File: config.mk
export PLATFORM = sky130hd
export DESIGN_NAME = mma_cell
export DESIGN_NICKNAME = d
export VERILOG_FILES = /design/src/sv/mma_pkg.sv /design/src/sv/mma_cell.sv
export SDC_FILE = /design/constraint.sdc
export NUM_CORES = 2
export LEC_CHECK = 0
export BUFFER_PORTS_ARGS = -buffer_cell sky130_fd_sc_hd__buf_2
export CORE_ASPECT_RATIO = 2
export CORE_MARGIN = 1.5
export CORE_UTILIZATION = 45
export CTS_CLUSTER_DIAMETER = 120
export DETAILED_ROUTE_END_ITERATION = 12
export MAX_ROUTING_LAYER = met4
export PLACE_DENSITY = 0.64
export SYNTH_ARGS = -nofsm -noshare
export SYNTH_HDL_FRONTEND = slang
export SYNTH_SLANG_ARGS = --single-unit
File: constraint.sdc
create_clock -name clk_i -period 9 [get_ports clk_i]
set_input_delay 0.45 -clock clk_i [delete_from_list [all_inputs] [get_ports clk_i]]
set_output_delay 0.45 -clock clk_i [all_outputs]
set_load 0.1 [all_outputs]
File: src/sv/mma_pkg.sv
`timescale 1ns / 1ps
`default_nettype none

package mma_pkg;

  localparam int MAX_DIM = 16;
  localparam int IDX_W = $clog2(MAX_DIM);
  localparam int ADDR_W = 2 * IDX_W;
  localparam int DEPTH = MAX_DIM * MAX_DIM;
  localparam int DIM_W = 5;
  localparam int OPD_W = 16;
  localparam int ACC_W = 48;
  localparam int PROD_W = 2 * OPD_W;
  // old value plus MAX_DIM full-scale products, with one spare bit
  localparam int SUM_W = ACC_W + $clog2(MAX_DIM) + 2;
  localparam int CFG_IDX_W = 2;

  typedef enum logic [2:0] {
    ACT_WR_A = 3'd0,
    ACT_WR_B = 3'd1,
    ACT_WR_C = 3'd2,
    ACT_MUL  = 3'd3,
    ACT_RD_C = 3'd4
  } action_e;

  localparam logic [1:0] STAT_OK    = 2'd0;
  localparam logic [1:0] STAT_RANGE = 2'd1;
  localparam logic [1:0] STAT_SAT   = 2'd2;

  localparam logic [CFG_IDX_W-1:0] CFG_ROWS  = 2'd0;
  localparam logic [CFG_IDX_W-1:0] CFG_INNER = 2'd1;
  localparam logic [CFG_IDX_W-1:0] CFG_COLS  = 2'd2;

  typedef struct packed {
    logic [2:0]              action;
    logic [IDX_W-1:0]        row_index;
    logic [IDX_W-1:0]        col_index;
    logic signed [OPD_W-1:0] operand_value;
    logic signed [ACC_W-1:0] accum_value;
  } in_item_t;

  typedef struct packed {
    logic signed [ACC_W-1:0] read_value;
    logic [1:0]              status;
  } out_item_t;

  // element write broadcast to the cells
  typedef struct packed {
    logic                    we_a;
    logic                    we_b;
    logic [IDX_W-1:0]        row;
    logic [IDX_W-1:0]        col;
    logic signed [OPD_W-1:0] value;
  } wr_bus_t;

  // one C element travelling down the chain
  typedef struct packed {
    logic                    valid;
    logic [IDX_W-1:0]        row;
    logic [IDX_W-1:0]        col;
    logic signed [SUM_W-1:0] sum;
  } token_t;

  function automatic logic [DIM_W-1:0] eff_size(logic [DIM_W-1:0] v);
    logic [DIM_W-1:0] lim;
    lim = DIM_W'(MAX_DIM);
    return (v > lim) ? lim : v;
  endfunction

endpackage

`default_nettype wire

File: src/sv/mma_cell.sv
`timescale 1ns / 1ps
`default_nettype none

module mma_cell (
  input  wire logic                     clk_i,
  input  wire logic                     rst_ni,
  input  wire logic [mma_pkg::IDX_W-1:0] idx_i,
  input  wire logic [mma_pkg::DIM_W-1:0] inner_i,
  input  wire mma_pkg::wr_bus_t         wr_i,
  input  wire mma_pkg::token_t          tok_i,
  output mma_pkg::token_t               tok_o
);
  import mma_pkg::*;

  // column idx of A and row idx of B
  logic signed [OPD_W-1:0] a_col_q [MAX_DIM];
  logic signed [OPD_W-1:0] b_row_q [MAX_DIM];
  logic signed [PROD_W-1:0] prod;
  logic active;
  logic tok_valid_q;
  logic [IDX_W-1:0] tok_row_q, tok_col_q;
  logic signed [SUM_W-1:0] sum_d, sum_q;

  always_ff @(posedge clk_i) begin
    if (wr_i.we_a && wr_i.col == idx_i) begin
      a_col_q[wr_i.row] <= wr_i.value;
    end
    if (wr_i.we_b && wr_i.row == idx_i) begin
      b_row_q[wr_i.col] <= wr_i.value;
    end
  end

  assign active = ({1'b0, idx_i} < inner_i);
  assign prod = a_col_q[tok_i.row] * b_row_q[tok_i.col];
  assign sum_d = active ? (tok_i.sum + SUM_W'(prod)) : tok_i.sum;

  always_ff @(posedge clk_i or negedge rst_ni) begin
    if (!rst_ni) begin
      tok_valid_q <= 1'b0;
    end else begin
      tok_valid_q <= tok_i.valid;
    end
  end

  always_ff @(posedge clk_i) begin
    tok_row_q <= tok_i.row;
    tok_col_q <= tok_i.col;
    sum_q     <= sum_d;
  end

  assign tok_o = '{valid: tok_valid_q, row: tok_row_q, col: tok_col_q, sum: sum_q};

endmodule

`default_nettype wire

# After elaboration in Yosys (flattened, before gate mapping)
# Memories as Yosys holds them, arrays and structs flattened.
# Cells that the tools add are included.
# totals
memories,2
mem_bits_ro,0
output_inout_bits,63
input_bits,100
latchBits,0
ramBits,512
regBits,63
# op_classes
mul,1
add_sub_neg,1
shift,0
n_lt_le_gt_ge,1
muxes,5
reduce_logical,2
div,0
eq_ne,2
bitwise,0
# mem_list
memory,depth,width,read_ports,rd_clocked_by_memory_dff,write_ports,line,text
a_col_q,16,16,1,0,1,mma_cell.sv:16,logic signed [OPD_W-1:0] a_col_q [MAX_DIM];
b_row_q,16,16,1,0,1,mma_cell.sv:17,logic signed [OPD_W-1:0] b_row_q [MAX_DIM];
# ops
operator,n
$add 54x32->54,1
$mux 54,1
$mul 16x16->32,1
$eq 4x4->1,2
$lt 4x5->1,1
$mux 1,4
$logic_and 1x1->1,2

# Depth between registers and ports, before layout
# depth
ltp_word,4
mapped_depth,31

# Worst setup path before layout
# No wires, ideal clock.
# synth_timing
path_kind,input to register
startpoint,input tok_i[54] in the netlist's numbering
endpoint,register sum_q[52]
slack_ns,0.304
t_required_ns,8.869
setup_ns,0.131
arrival_time_ns,8.565
stages,27
path_cell_list,buf_2 > buf_4 > buf_2 > mux4_2 > mux2i_1 > nand2_1 > o21ai_1 > or2_2 > fa_1 > fa_1 > fa_1 > fa_1 > inv_1 > fa_1 > inv_1 > fa_1 > inv_1 > ha_1 > clkbuf_1 > and4_1 > and3_1 > a221o_1 > a31oi_2 > a21oi_1 > or3b_1 > a211oi_1 > a311oi_1
# synth_between
elab_chain_len,4
# synth_rtl
item,line,text
"start, declared",mma_cell.sv:10,"input wire mma_pkg::token_t tok_i,"
$mem_v2 16x16,-,
$mul 16x16->32,mma_cell.sv:34,assign prod = a_col_q[tok_i.row] * b_row_q[tok_i.col];
$add 54x32->54,mma_cell.sv:35,assign sum_d = active ? (tok_i.sum + SUM_W'(prod)) : tok_i.sum;
$mux 54,mma_cell.sv:35,
net sum_d[52],mma_cell.sv:22,"logic signed [SUM_W-1:0] sum_d, sum_q;"
"end signal, assigned",mma_cell.sv:48,sum_q <= sum_d;
"end, declared",mma_cell.sv:22,
# The timed path passes the listed nets, and every way through them passes these cells.

# Final worst setup path
# layout_timing
startpoint,memory b_row_q[7][1]
endpoint,register sum_q[50]
# layout_between
elab_chain_len,4
# layout_rtl
item,line
"start, declared",mma_cell.sv:17
$mem_v2 16x16,-
$mul 16x16->32,mma_cell.sv:34
$add 54x32->54,mma_cell.sv:35
$mux 54,mma_cell.sv:35
net sum_d[50],mma_cell.sv:22
# The timed path passes the listed nets, and every way through them passes these cells.

==> flow_metrics.env <==
export IMPL_outcome="finished, final reports clean"
export IMPL_ctsHtreeMaxLevel=2
export IMPL_final_net_count=3497
export IMPL_critical_path_arrival_ns=8.76
export IMPL_tritoncts="yes"
export IMPL_standard_cell_row_count=146
export IMPL_worstReg2RegEnd="sum_q[50]"
export IMPL_post_cts_resized_instances=0
export IMPL_floorplan_die_height_um=404
export IMPL_cp_cell_instances="mux4_2 -> mux2_2 -> o21ai_1 -> or2_2 -> fa_1 -> fa_1 -> buf_4 -> fa_1 -> inv_1 -> fa_1 -> fa_1 -> inv_1 -> fa_1 -> inv_1 -> ha_1 -> and4_1 -> and3_1 -> a211oi_1 -> a41oi_2 -> a221o_1 -> a211oi_1 -> o21ai_1 -> xnor2_1 -> o21ai_1"
export IMPL_pin_count_of_the_biggest_net_entering_global_routing=86
export IMPL_post_route_cells_drive_above_1_share=0.182
export IMPL_whs_endpoint="sum_q[47]"
export IMPL_grtUsageTotal=0.237
export IMPL_netlist_area_um2=36100
export IMPL_fin_tns_setup_ns=0
export IMPL_mappedNetlistNets=3281
export IMPL_timing_critical_path_from_type="register"
export IMPL_synth_warning_count=0
export IMPL_cts_repair_timing_setup_buffer_count=0
export IMPL_worst_r2r_path_depth=24
export IMPL_finalCriticalPeriod_ns=8.25
export IMPL_ys_seq_elements=575
export IMPL_timing_hold_worst_class="input port to register"
export IMPL_clockRootBuffer="sky130_fd_sc_hd__clkbuf_16"
export IMPL_required_ns=9.50
export IMPL_synthesis_area_per_instance_um2=13.6
export IMPL_grt_setup_unrepaired="no"
export IMPL_final_core_util=0.511
export IMPL_least_setup_slack_across_all_paths_after_layout_ns=0.746
export IMPL_post_synth_inst_count=2649
export IMPL_grt_pass1_wl_um=140000
export IMPL_clk_transition_reported_paths_ns=0.07
export IMPL_fp_coreArea_um2=79300
export IMPL_number_of_vias_after_detailed_routing=21068
export IMPL_timing_worst_setup_path_type="register to register"
export IMPL_synth_cell_type_count=71
export IMPL_worst_path_max_delay_cell="sky130_fd_sc_hd__fa_1"
export IMPL_synth_seq_area_share=0.460
export IMPL_io_buffers=162
export IMPL_worstReg2RegStart="b_row_q[7][1]"
export IMPL_first_pass_drt_iterations=5
export IMPL_hold_viol_final=0
export IMPL_max_fanout_on_critical_path=7
export IMPL_min_delay_start="tok_i[47]"
export IMPL_async_flop_share=0.00174
export IMPL_postRouteWirelength_um=91200
export IMPL_setup_viol=0
export IMPL_maxSlewViolCount=0
export IMPL_tightestPinTransition_ns=1.15
export IMPL_max_freq_mhz=121
export IMPL_drt_wirelength_per_cell_um=23.1
export IMPL_cp_top_family="adder cells"
export IMPL_number_of_clock_sinks=575
export IMPL_pre_cts_ws_ns=0.0700
export IMPL_detail_route_antenna_nets=0
export IMPL_setup_crit_end_kind="register"
export IMPL_crit_buf_inv=4
export IMPL_drc_errors=0
export IMPL_ys_dominant_reg_cell="sky130_fd_sc_hd__edfxtp_1"
export IMPL_timing_max_cap_violations=0
export IMPL_gr_overflow_total=0
export IMPL_detail_route_vias_per_cell=5.35
export IMPL_ios=163
export IMPL_post_dp_hpwl_um=71500
export IMPL_maxSlewHeadroom=0.231
export IMPL_area_growth_synth_to_final_pct=12.1
export IMPL_die_area_um2=82100
export IMPL_first_global_vias=23910
export IMPL_grt_antenna_before_repair=1
export IMPL_start_util=0.456
export IMPL_slowest_stage_delay_on_critical_path_ns=0.57
export IMPL_timing_clock_skew_ns=0.0354
export IMPL_horizontal_die_dimension_um=203
export IMPL_hold_path_stages=3
export IMPL_worstSkewPairLatency_ns=0.64
export IMPL_detail_route_iter0_violations=945
export IMPL_cts_buffer_depth=3
export IMPL_crit_top_cell="sky130_fd_sc_hd__fa_1"
export IMPL_place_gp_congestion=1.01
export IMPL_cts_buffers_inserted=51
export IMPL_timing_reg2reg_setup_slack_ns=0.75
export IMPL_period_share=0.917
export IMPL_synth_edf_count=512
[cells in the final DEF (no fill, tap or decap), drive strengths merged, types with 23 or more instances in the layout]
master	n
clkbuf	56
xor2	23
o21ai	93
fa	386
mux2i	23
buf	255
edfxtp	512
a21oi	48
mux4	138
ha	146
dfxtp	62
mux2	28
a21o	31
nand2	183
xnor2	31
nor2	179
nand2b	25
inv	498
[how the worst max path moves through the flow]
stage | startpoint | to | slack (ns) | depth (start not counted)
global placement | tok_i[54] | sum_q[50] | 0.14 | 26
floorplan | tok_i[54] | sum_q[52] | 0.30 | 27
finish | b_row_q[7][1] | sum_q[50] | 0.75 | 24
global route | a_col_q[15][15] | sum_q[53] | 0.36 | 22
detailed placement | tok_i[54] | sum_q[53] | 0.07 | 24
CTS | a_col_q[15][15] | sum_q[53] | 0.62 | 22
[routing by layer]
| layer | track usage | vias up | routed length (µm) |
|---|---|---|---|
| met3 | 0.0232 | 255 | 3040 |
| met4 | 0.127 | 0 | 5560 |
| met2 | 0.455 | 564 | 52100 |
| met1 | 0.230 | 10862 | 30400 |
| met5 | - | - | 0 |
| li1 | - | 9387 | - |
[timing repair]
action	4_1_cts	5_1_grt
hold endpoints to repair	2	0
endpoints found under the setup margin	0	0
hold buffers	2	0
[cells by family (layout without fill, tap and decap cells)]
| family | Yosys count | count (layout) | synth area share |
|---|---|---|---|
| buffers and inverters | 584 | 839 | 0.0621 |
| AOI/OAI and AO/OA | 251 | 251 | 0.0443 |
| DFF | 575 | 575 | 0.460 |
| xor gates and xnor gates | 54 | 54 | 0.0131 |
| and+or+nand+nor | 464 | 464 | 0.0548 |
| other | 0 | 1 | 0 |
| muxes | 189 | 189 | 0.101 |
| adders and majority gates | 532 | 532 | 0.264 |
[worst reg2reg max path: stages (launching register included)]
cell                       delay, ns
sky130_fd_sc_hd__edfxtp_1       0.38
sky130_fd_sc_hd__mux4_2         0.48
sky130_fd_sc_hd__mux2_2         0.27
sky130_fd_sc_hd__o21ai_1        0.49
sky130_fd_sc_hd__or2_2          0.29
sky130_fd_sc_hd__fa_1           0.51
sky130_fd_sc_hd__fa_1           0.57
sky130_fd_sc_hd__buf_4          0.21
sky130_fd_sc_hd__fa_1           0.49
sky130_fd_sc_hd__inv_1          0.05
sky130_fd_sc_hd__fa_1           0.50
sky130_fd_sc_hd__fa_1           0.50
sky130_fd_sc_hd__inv_1          0.05
sky130_fd_sc_hd__fa_1           0.47
sky130_fd_sc_hd__inv_1          0.04
sky130_fd_sc_hd__ha_1           0.36
sky130_fd_sc_hd__and4_1         0.26
sky130_fd_sc_hd__and3_1         0.19
sky130_fd_sc_hd__a211oi_1       0.42
sky130_fd_sc_hd__a41oi_2        0.21
sky130_fd_sc_hd__a221o_1        0.47
sky130_fd_sc_hd__a211oi_1       0.42
sky130_fd_sc_hd__o21ai_1        0.21
sky130_fd_sc_hd__xnor2_1        0.20
sky130_fd_sc_hd__o21ai_1        0.07
[state kept, by name, summed over array words and instances, names as in the netlist]
name         flops
a_col_q        256
tok_col_q        4
b_row_q        256
tok_valid_q      1
tok_row_q        4
sum_q           54
[cell type report]
cell class | count | area, µm²
Antenna cell | 1 | 2.50
Clock buffer | 56 | 1290
Clock inverter | 36 | 422
Fill cell | 6818 | 38800
Inverter | 490 | 1840
Multi-Input combinational cell | 1490 | 17400
Sequential cell | 575 | 16600
Tap cell | 1036 | 1300
Timing Repair Buffer | 257 | 1650
[synth_stat cells (all sizes together), types with 45 or more instances]
cell type | instances | share of area
edfxtp | 512 | 0.43
a21oi | 48 | 0.0066
fa | 386 | 0.21
dfxtp | 62 | 0.034
nand2 | 183 | 0.019
inv | 490 | 0.051
mux4 | 138 | 0.086
buf | 45 | 0.0061
o21ai | 93 | 0.013
clkbuf | 49 | 0.0051
nor2 | 179 | 0.019
ha | 146 | 0.051
[stage by stage]
stage	area, µm²	hold slack [ns]	std cells
2_1_floorplan	36100	0.154	2649
3_3_place_gp	38800	0.225	3846
3_5_place_dp	38800	0.226	3846
4_1_cts	40500	0.000153	3940
5_1_grt	40500	0.0366	3941
6_report	40500	0.0359	3941
Power is not shown: default switching activity piles up to over one toggle a cycle in this logic, so the estimate is an artifact.
